### config.mk
export PLATFORM = sky130hd
export DESIGN_NAME = ac_current_peak_meter_unit
export DESIGN_NICKNAME = d
export VERILOG_FILES = /design/src/rtl/acpm_pkg.sv /design/src/rtl/acpm_front.sv /design/src/rtl/acpm_queue.sv /design/src/rtl/acpm_back.sv /design/src/rtl/ac_current_peak_meter_unit.sv
export SDC_FILE = /design/constraint.sdc
export NUM_CORES = 1
export LEC_CHECK = 0
export BUFFER_PORTS_ARGS = -buffer_cell sky130_fd_sc_hd__buf_2
export CAP_MARGIN = 10
export CORE_ASPECT_RATIO = 2
export CORE_MARGIN = 2
export CORE_UTILIZATION = 45
export CTS_BUF_LIST = sky130_fd_sc_hd__clkbuf_8
export CTS_CLUSTER_SIZE = 30
export DETAILED_ROUTE_END_ITERATION = 7
export PLACE_DENSITY_LB_ADDON = 0.2
export SETUP_SLACK_MARGIN = 0.2
export SYNTH_ARGS = -nofsm -noshare
export SYNTH_HDL_FRONTEND = slang
export SYNTH_SLANG_ARGS = --single-unit
### constraint.sdc
create_clock -name clk -period 9.2 [get_ports clk]
set_input_delay 0.92 -clock clk [delete_from_list [all_inputs] [get_ports clk]]
set_output_delay 0.92 -clock clk [all_outputs]
set_load 0.02 [all_outputs]
### src/rtl/acpm_pkg.sv
package acpm_pkg;

  // build-time sizing
  localparam int ADC_BITS       = 10;
  localparam int MAX_WINDOWS    = 32;
  localparam int GAIN_FRAC_BITS = 8;

  localparam int TRIG_W    = ADC_BITS - 1;
  localparam int WPR_W     = 8;
  localparam int GAIN_W    = 16;
  localparam int READING_W = 16;
  localparam int CFG_W     = (ADC_BITS > GAIN_W) ? ADC_BITS : GAIN_W;
  localparam int CFG_IDX_W = 2;

  // largest sum is MAX_WINDOWS full-scale half swings
  localparam int SUM_W  = $clog2(MAX_WINDOWS * ((1 << TRIG_W) - 1) + 1);
  localparam int CNT_W  = $clog2(MAX_WINDOWS + 1);
  localparam int PROD_W = SUM_W + GAIN_W;
  localparam int QUO_W  = PROD_W - GAIN_FRAC_BITS;
  localparam int ITER_W = (QUO_W > 1) ? $clog2(QUO_W) : 1;
  localparam int EXT_W  = (QUO_W > READING_W) ? QUO_W : READING_W;

  localparam int Q_DEPTH = 2;
  localparam int QPTR_W  = $clog2(Q_DEPTH);
  localparam int QCNT_W  = $clog2(Q_DEPTH + 1);

  localparam logic [ADC_BITS-1:0]  MID_RESET  = ADC_BITS'(512);
  localparam logic [TRIG_W-1:0]    TRIG_RESET = '0;
  localparam logic [WPR_W-1:0]     WPR_RESET  = WPR_W'(1);
  localparam logic [GAIN_W-1:0]    GAIN_RESET = GAIN_W'(256);
  localparam logic [READING_W-1:0] READING_MAX = '1;

  typedef enum logic [CFG_IDX_W-1:0] {
    CFG_MID  = 2'd0,
    CFG_TRIG = 2'd1,
    CFG_WPR  = 2'd2,
    CFG_GAIN = 2'd3
  } cfg_reg_t;

  typedef struct packed {
    logic [ADC_BITS-1:0] mid;
    logic [TRIG_W-1:0]   trig;
    logic [WPR_W-1:0]    wpr;
    logic [GAIN_W-1:0]   gain;
  } meter_cfg_t;

  // one finished reading waiting for scale and divide
  typedef struct packed {
    logic [SUM_W-1:0]  sum;
    logic [CNT_W-1:0]  count;
    logic [GAIN_W-1:0] gain;
  } job_t;

  // queue handshake towards both sides
  typedef struct packed {
    logic full;
    logic valid;
  } q_stat_t;

  typedef enum logic [1:0] {
    BK_IDLE,
    BK_MUL,
    BK_DIV,
    BK_DONE
  } back_state_t;

endpackage

### src/rtl/acpm_front.sv
module acpm_front (
  input  logic                           clk,
  input  logic                           rst_n,
  input  logic                           in_valid,
  input  logic [acpm_pkg::ADC_BITS-1:0]  in_sample,
  input  logic                           in_window_end,
  output logic                           in_stall,
  input  acpm_pkg::meter_cfg_t           cfg,
  input  acpm_pkg::q_stat_t              q_stat,
  output logic                           push,
  output acpm_pkg::job_t                 push_job
);
  import acpm_pkg::*;

  logic [ADC_BITS-1:0] min_r, min_nxt, max_r, max_nxt;
  logic [SUM_W-1:0]    sum_r, sum_nxt;
  logic [CNT_W-1:0]    done_r, done_nxt;

  logic                accept;
  logic [ADC_BITS-1:0] lo, hi, diff;
  logic [TRIG_W-1:0]   amp, amp_net;
  logic [SUM_W-1:0]    sum_add;
  logic [CNT_W-1:0]    done_inc, count;
  logic                in_range;

  assign in_stall = q_stat.full;
  assign accept   = in_valid && !in_stall;

  assign in_range = (cfg.wpr >= WPR_W'(1)) && (32'(cfg.wpr) <= 32'(MAX_WINDOWS));
  assign count    = in_range ? CNT_W'(cfg.wpr) : CNT_W'(1);

  always_comb begin
    lo       = (in_sample < min_r) ? in_sample : min_r;
    hi       = (in_sample > max_r) ? in_sample : max_r;
    diff     = hi - lo;
    amp      = diff[ADC_BITS-1:1];
    amp_net  = (amp > cfg.trig) ? amp - cfg.trig : '0;
    sum_add  = sum_r + SUM_W'(amp_net);
    done_inc = done_r + CNT_W'(1);

    min_nxt  = min_r;
    max_nxt  = max_r;
    sum_nxt  = sum_r;
    done_nxt = done_r;
    push     = 1'b0;
    push_job = '{sum: sum_add, count: count, gain: cfg.gain};

    if (accept) begin
      min_nxt = lo;
      max_nxt = hi;
      if (in_window_end) begin
        min_nxt = cfg.mid;
        max_nxt = cfg.mid;
        if (done_inc >= count) begin
          push     = 1'b1;
          sum_nxt  = '0;
          done_nxt = '0;
        end else begin
          sum_nxt  = sum_add;
          done_nxt = done_inc;
        end
      end
    end
  end

  always_ff @(posedge clk) begin
    if (!rst_n) begin
      min_r  <= MID_RESET;
      max_r  <= MID_RESET;
      sum_r  <= '0;
      done_r <= '0;
    end else begin
      min_r  <= min_nxt;
      max_r  <= max_nxt;
      sum_r  <= sum_nxt;
      done_r <= done_nxt;
    end
  end

endmodule

### src/rtl/acpm_queue.sv
module acpm_queue (
  input  logic              clk,
  input  logic              rst_n,
  input  logic              push,
  input  acpm_pkg::job_t    push_job,
  input  logic              pop,
  output acpm_pkg::job_t    pop_job,
  output acpm_pkg::q_stat_t q_stat
);
  import acpm_pkg::*;

  job_t              slot_r [Q_DEPTH];
  logic [QPTR_W-1:0] wr_r, wr_nxt, rd_r, rd_nxt;
  logic [QCNT_W-1:0] cnt_r, cnt_nxt;
  logic              do_push, do_pop;

  assign q_stat.full  = (cnt_r == QCNT_W'(Q_DEPTH));
  assign q_stat.valid = (cnt_r != '0);
  assign pop_job      = slot_r[rd_r];

  // drop a push into a full queue; the front never does so
  assign do_push = push && !q_stat.full;
  assign do_pop  = pop && q_stat.valid;

  always_comb begin
    wr_nxt  = do_push ? wr_r + QPTR_W'(1) : wr_r;
    rd_nxt  = do_pop ? rd_r + QPTR_W'(1) : rd_r;
    cnt_nxt = cnt_r + QCNT_W'(do_push) - QCNT_W'(do_pop);
  end

  always_ff @(posedge clk) begin
    if (!rst_n) begin
      wr_r  <= '0;
      rd_r  <= '0;
      cnt_r <= '0;
    end else begin
      wr_r  <= wr_nxt;
      rd_r  <= rd_nxt;
      cnt_r <= cnt_nxt;
    end
  end

  always_ff @(posedge clk) begin
    if (do_push) begin
      slot_r[wr_r] <= push_job;
    end
  end

endmodule

### src/rtl/acpm_back.sv
module acpm_back (
  input  logic                            clk,
  input  logic                            rst_n,
  input  acpm_pkg::q_stat_t               q_stat,
  input  acpm_pkg::job_t                  pop_job,
  output logic                            pop,
  output logic                            out_valid,
  output logic [acpm_pkg::READING_W-1:0]  out_reading,
  input  logic                            out_stall
);
  import acpm_pkg::*;

  back_state_t          state_r, state_nxt;
  job_t                 job_r, job_nxt;
  logic [QUO_W-1:0]     quo_r, quo_nxt;
  logic [CNT_W-1:0]     rem_r, rem_nxt;
  logic [ITER_W-1:0]    iter_r, iter_nxt;
  logic                 vld_r, vld_nxt;
  logic [READING_W-1:0] rdg_r, rdg_nxt;

  logic [PROD_W-1:0]    prod;
  logic [CNT_W:0]       rem_sh;
  logic                 ge;
  logic [EXT_W-1:0]     quo_ext;
  logic [READING_W-1:0] sat;
  logic                 out_free;

  assign out_valid   = vld_r;
  assign out_reading = rdg_r;
  assign out_free    = !vld_r || !out_stall;

  assign prod    = PROD_W'(job_r.sum) * PROD_W'(job_r.gain);
  assign rem_sh  = {rem_r, quo_r[QUO_W-1]};
  assign ge      = rem_sh >= {1'b0, job_r.count};
  assign quo_ext = EXT_W'(quo_r);
  assign sat     = (quo_ext > EXT_W'(READING_MAX)) ? READING_MAX : quo_ext[READING_W-1:0];

  always_comb begin
    state_nxt = state_r;
    job_nxt   = job_r;
    quo_nxt   = quo_r;
    rem_nxt   = rem_r;
    iter_nxt  = iter_r;
    rdg_nxt   = rdg_r;
    vld_nxt   = vld_r && out_stall;
    pop       = 1'b0;

    unique case (state_r)
      BK_IDLE: begin
        if (q_stat.valid) begin
          pop       = 1'b1;
          job_nxt   = pop_job;
          state_nxt = BK_MUL;
        end
      end
      BK_MUL: begin
        // scale, drop the gain fraction, then divide by the window count
        quo_nxt   = prod[PROD_W-1:GAIN_FRAC_BITS];
        rem_nxt   = '0;
        iter_nxt  = '0;
        state_nxt = BK_DIV;
      end
      BK_DIV: begin
        rem_nxt  = ge ? CNT_W'(rem_sh - {1'b0, job_r.count}) : rem_sh[CNT_W-1:0];
        quo_nxt  = {quo_r[QUO_W-2:0], ge};
        iter_nxt = iter_r + ITER_W'(1);
        if (iter_r == ITER_W'(QUO_W - 1)) begin
          state_nxt = BK_DONE;
        end
      end
      BK_DONE: begin
        if (out_free) begin
          rdg_nxt   = sat;
          vld_nxt   = 1'b1;
          state_nxt = BK_IDLE;
        end
      end
      default: state_nxt = BK_IDLE;
    endcase
  end

  always_ff @(posedge clk) begin
    if (!rst_n) begin
      state_r <= BK_IDLE;
      vld_r   <= 1'b0;
    end else begin
      state_r <= state_nxt;
      vld_r   <= vld_nxt;
    end
  end

  always_ff @(posedge clk) begin
    job_r  <= job_nxt;
    quo_r  <= quo_nxt;
    rem_r  <= rem_nxt;
    iter_r <= iter_nxt;
    rdg_r  <= rdg_nxt;
  end

endmodule

### src/rtl/ac_current_peak_meter_unit.sv
// Peak-to-peak AC current meter. Each input word is one ADC sample; window_end marks
// the last sample of a measurement window. Per window the running min and max start
// at mid_level, and the half swing less trigger_level (floored at zero) is summed.
// After windows_per_reading windows (values outside 1..32 count as 1) one reading of
// floor(sum * gain / (count * 256)) is emitted, saturated at 65535; gain is unsigned
// Q8.8. Samples are taken one per clock. A reading then passes a two-entry queue
// into the arithmetic back end, which fetches it, multiplies, divides with a restoring
// divider that yields one quotient bit per cycle, and loads the output register; it
// takes the next reading only after that. Input stalls only while the queue is full,
// so window ends that come faster than the back end drains are absorbed two deep.
// Configuration writes are taken at any time but belong to idle periods.
module ac_current_peak_meter_unit (
  input  logic                            clk,
  input  logic                            rst_n,
  input  logic                            in_valid,
  output logic                            in_stall,
  input  logic [acpm_pkg::ADC_BITS-1:0]   in_sample,
  input  logic                            in_window_end,
  output logic                            out_valid,
  input  logic                            out_stall,
  output logic [acpm_pkg::READING_W-1:0]  out_reading,
  input  logic                            cfg_we,
  input  logic [acpm_pkg::CFG_IDX_W-1:0]  cfg_index,
  input  logic [acpm_pkg::CFG_W-1:0]      cfg_data
);
  import acpm_pkg::*;

  // configuration register bank
  meter_cfg_t cfg_r, cfg_nxt;

  q_stat_t q_stat;
  logic    push, pop;
  job_t    push_job, pop_job;

  always_comb begin
    cfg_nxt = cfg_r;
    if (cfg_we) begin
      unique case (cfg_reg_t'(cfg_index))
        CFG_MID:  cfg_nxt.mid  = cfg_data[ADC_BITS-1:0];
        CFG_TRIG: cfg_nxt.trig = cfg_data[TRIG_W-1:0];
        CFG_WPR:  cfg_nxt.wpr  = cfg_data[WPR_W-1:0];
        CFG_GAIN: cfg_nxt.gain = cfg_data[GAIN_W-1:0];
        default:  cfg_nxt = cfg_r;
      endcase
    end
  end

  always_ff @(posedge clk) begin
    if (!rst_n) begin
      cfg_r <= '{mid: MID_RESET, trig: TRIG_RESET, wpr: WPR_RESET, gain: GAIN_RESET};
    end else begin
      cfg_r <= cfg_nxt;
    end
  end

  // front end: track min and max, close windows, hand finished sums on
  acpm_front u_front (
    .clk           (clk),
    .rst_n         (rst_n),
    .in_valid      (in_valid),
    .in_sample     (in_sample),
    .in_window_end (in_window_end),
    .in_stall      (in_stall),
    .cfg           (cfg_r),
    .q_stat        (q_stat),
    .push          (push),
    .push_job      (push_job)
  );

  // hold finished sums, gain and count captured at window end
  acpm_queue u_queue (
    .clk      (clk),
    .rst_n    (rst_n),
    .push     (push),
    .push_job (push_job),
    .pop      (pop),
    .pop_job  (pop_job),
    .q_stat   (q_stat)
  );

  // back end: scale, divide, saturate, present the word
  acpm_back u_back (
    .clk         (clk),
    .rst_n       (rst_n),
    .q_stat      (q_stat),
    .pop_job     (pop_job),
    .pop         (pop),
    .out_valid   (out_valid),
    .out_reading (out_reading),
    .out_stall   (out_stall)
  );

endmodule

After elaboration in Yosys (flattened, before gate mapping). Memories as Yosys holds them, arrays and structs flattened. A register that Yosys moved wholly into a read port is not among the register bits. Index checks and enable logic that the tools add are counted.

Register bits after elaboration: 139. Memory bits (writable): 72. Bits of input ports: 34. Output and inout bits: 18. Word-level logic and storage cells: 94. Memories kept: 1.

Memories: u_queue.slot_r (depth 2, width 36, read ports 1, clocked after Yosys merged registers in 1, wr ports 1, line acpm_queue.sv:12) `job_t slot_r [Q_DEPTH];`.

$add $sub $neg: 10. Multipliers: 1. Order comparisons: 8. Equality and inequality tests: 11. Mux-type cells: 25. Reductions and logical operators: 21.

Operator list (count): one-hot mux 22 bit (2 select lines) (1); 2-to-1 mux 10 bit (4); multiplier 14 x 16 -> 30 bit (1); greater-than comparator 22 x 16 -> 1 bit, second input constant (1); 2-to-1 mux 6 bit (3); adder 14 x 9 -> 14 bit (1); 2-to-1 mux 14 bit (1); AND reduction 2 bit (7); one-hot mux 6 bit (2 select lines) (1); equality test 2 bit, second input constant (5); greater-than comparator 10 bit (1); < comparator 10 bit (1); one-hot mux 5 bit (2 select lines) (1); subtractor 10 bit (1); greater-than comparator 9 bit (1); 2-to-1 mux 1 bit (9); 2-to-1 mux 9 bit (1); subtractor 9 bit (1); >= comparator 8 x 1 -> 1 bit, second input constant (1); less-or-equal comparator 8 x 6 -> 1 bit, second input constant (1); one-hot mux 2 bit (4 select lines) (1); >= comparator 7 x 6 -> 1 bit (1); adder 6 x 1 -> 6 bit, second input constant (1); >= comparator 6 bit (1); other kinds (16) (29).

Depth between registers and ports, before layout.
Depth after elaboration: 10. Gate-level depth with buffers: 34. Depth with buffers taken out: 33.

Modules after synthesis. From an unflattened synthesis, not the netlist that was laid out.

Cell total of the unflattened synthesis: 2013. Area, all modules: 19997.9 um2.

By module, submodules not included: acpm_back (times used 1, cells each 1145, area each 11192.0 um2, seq. area each 2612.5 um2); acpm_front (times used 1, cells each 567, area each 4201.5 um2, seq. area each 800.8 um2); acpm_queue (times used 1, cells each 139, area each 2987.9 um2, seq. area each 2262.2 um2); ac_current_peak_meter_unit (times used 1, cells each 162, area each 1616.6 um2, seq. area each 860.8 um2).

Worst setup path before layout. Ideal clock, no wire load.

Kind: input port to flip-flop. Start: input port in_sample[3] in the netlist's numbering. End: memory u_queue.slot_r[0][34] in the netlist's numbering, data pin. Library setup time: 0.265 ns. Arrival: 6.891 ns. Required time: 8.935 ns. Slack: 2.045 ns. Stages on the path: 32. Buffers on the path: 1. Path through: ha_1 a21oi_1 o21ai_1 a2111oi_4 nor2_2 buf_2 mux2_2 ha_1 a31oi_1 o31ai_1 a21oi_1 xnor2_1 ha_1 a21boi_0 o21ai_0 a21oi_1 o21ai_0 a21boi_0 o21ai_1 a211oi_1 ha_1 inv_1 fa_1 nor2b_1 o21ai_0 a21boi_0 o21ai_0 a21boi_0 o21ai_0 a21boi_1 o2111ai_1 xnor2_1.

RTL lines: start: declaration (line ac_current_peak_meter_unit.sv:17) `input logic [acpm_pkg::ADC_BITS-1:0] in_sample,`; end: declaration (line acpm_queue.sv:12).

==> flow_summary_export.csv <==
group,metric,value,unit
outcome,status,"finished clean",
die,fp.dieW,148.7,um
sta,holdWs,454.3,ps
logic_synthesis,syn_area,0.01883,mm2
sta,period_needed,7644,ps
cts,clock-sinks,247,
logic_synthesis,synth.area.top_cells,"edfxtp_1 (25%), fa_1 (18%), ha_1 (10%)",
cts,tritoncts,"yes",
sta,fin_skew,45.34,ps
critical_path,critPathKind,"register to register",
sta,max_slew_margin,27.92,%
logic_synthesis,synth_top_area_share,25.03,%
cts,clockBufferDepth,3,
logic_synthesis,synth_edf_count,157,
logic_synthesis,synth_most_common_cell,"nand2_1",
global_route,grt_max_degree,55,
critical_path,endpoint_kind,"register",
drt,viasPerCell,5.260,
finish,fill_cells,3911,
die,start_util,45.37,%
die,coreArea,0.04151,mm2
critical_path,cp_top_family,"compound AO/OA/AOI/OAI gates",
cts,cts_made_buffers,38,
drt,drc_errors,0,
critical_path,start_kind,"register",
logic_synthesis,syn-num-nets,2244,
placement,io_buffers,51,
drt,avgRoutedWirePerCell,16.79,um
die,dieArea,0.04360,mm2
cts,clockRootBuffer,"clkbuf_8",
cts,htreeDepth,2,
drt,first_iter_violations,642,
cts,post_cts_buffers,0,
finish,area_delta_synth_final,8.258,%
placement,dpl.hpwl,31430,um
sta,worst_slack,1556,ps
logic_synthesis,syn_avg_cell_area,9.991,um2
run,cap_violations,0,
logic_synthesis,async_flop_share,0,%
critical_path,cpPeakStageDelay,590,ps
die,rows,106,
global_route,grt_antenna_before_repair,1,
cts,path_clk_slew,60,ps
critical_path,worst-path-buf-inv,2,
logic_synthesis,synthTopCellsByCount,"nand2_1 (264), inv_1 (232), fa_1 (167)",
die,die_h,293.3,um
global_route,track_usage,20.04,%
sta,finalHoldViolations,0,
logic_synthesis,synth_seq_area_share,34.60,%
finish,nets,2271,
logic_synthesis,ys.flop_type,"edfxtp_1",
global_route,globalRoute.totalOverflow,0,
sta,rsz0062_at_grt,"no",
logic_synthesis,postSynthCellCount,1885,
hold_path,hold_class,"register to register",
cts,cts_hold_buffers,0,
sta,slew_violations,0,
critical_path,crit_path_top_delay_cell,"a21oi_2",
sta,finalCritPeriodShare,83.09,%
drt,num_vias,13061,
sta,tns,0,ps
drt,wl,41700,um
critical_path,crit_top_cell,"o21ai_0",
die,num_io_pins,52,
critical_path,arrival,7950,ps
logic_synthesis,synth_top_area_cell,"edfxtp_1",
placement,place.gp.congestion,0.8919,
drt,dr.pass1.iters,4,
sta,fmax,0.1308,GHz
sta,finalSetupViolations,0,
placement,dp_slack,1024,ps
finish,drive_gt1_share,10.56,%
cts,insertion_delay,580,ps
critical_path,crit_required,9500,ps
sta,worst_slew_pin_slew,1073,ps
critical_path,worstPathMaxFanout,16,
drt,ant_nets,0,
logic_synthesis,synth_seq_cells,247,
cts,ctsResizeCount,0,
logic_synthesis,synthDistinctLibCells,74,
global_route,grt_pass1_wl,70020,um
logic_synthesis,synth-warning-count,0,
global_route,grt_pass1_vias,13740,
==> registers in the layout (all words and copies together) (netlist names), 9 cells and up, named ones only <==
signal,cells
u_front.sum_r,14
u_front.max_r,9
u_queue.slot_r,72
u_back.out_reading,16
u_back.quo_ext,22
u_front.min_r,10
cfg_r,43
u_back.job_r,36
==> final timing paths <==
check	start	slack, ps	cells past startpoint	to
max	u_front.min_r[3]$_SDFFE_PN0P_	1560	33	u_queue.slot_r[1][34]$_DFFE_PP_
min reg2reg	cfg_r[1]$_SDFFE_PN0P_	450	0	u_queue.slot_r[1][1]$_DFFE_PP_
min	cfg_r[1]$_SDFFE_PN0P_	450	0	u_queue.slot_r[1][1]$_DFFE_PP_
max reg2reg	u_front.min_r[3]$_SDFFE_PN0P_	1560	33	u_queue.slot_r[1][34]$_DFFE_PP_
==> layout by cell type (no fill, tap or decap), types with 52 or more instances in the layout <==
cell type / netlist / routed
edfxtp_1: 157 / 157
fa_1: 167 / 167
dfxtp_1: 90 / 90
and2_1: 92 / 92
nor2_1: 107 / 107
ha_1: 158 / 157
nand2_1: 264 / 264
inv_1: 232 / 241
a21oi_1: 93 / 93
o21ai_0: 52 / 52
==> metrics by stage <==
stage               cell area, um2  std cells  util, %
floorplan                    18830       1885        -
global placement             19580       2412    47.16
detailed placement           19580       2412    47.16
CTS                          20390       2482    49.11
global route                 20390       2483    49.11
finish                       20390       2483    49.11
==> per-layer routing <==
layer | routed length [um] | vias up | track usage (%)
met1 | 18280 | 6414 | 25.96
met4 | 995 | 0 | 5.993
met2 | 20810 | 247 | 35.09
li1 | - | 6342 | -
met5 | 0 | - | 0
met3 | 1607 | 58 | 2.360
==> kinds of logic (layout without fill, tap and decap cells) <==
family / after synthesis / in the layout / share of synthesized area (%)
XOR/XNOR: 59 / 59 / 2.744
flip-flops: 247 / 247 / 34.60
buffers and inverters: 309 / 366 / 6.205
AND/OR/NAND/NOR: 605 / 605 / 15.02
other: 0 / 1 / 0
AO/OA/AOI/OAI: 274 / 274 / 9.354
multiplexers: 66 / 66 / 3.827
adder cells (fa/ha/maj): 325 / 325 / 28.25
==> layout make-up <==
| type | count | area (um2) | share of cell area, % |
|---|---|---|---|
| multi-input cells | 1329 | 11170 | 54.78 |
| flip-flops and latches | 247 | 6516 | 31.96 |
| inverters | 234 | 878.3 | 4.308 |
| well taps | 540 | 675.6 | 3.314 |
| clock buffers | 42 | 578.1 | 2.835 |
| repair buffers | 62 | 337.8 | 1.657 |
| clock inverters | 28 | 231.5 | 1.135 |
| diodes | 1 | 2.502 | 0.01227 |
Power is not shown: default switching activity piles up to over one toggle a cycle in this logic, so the estimate is an artifact.
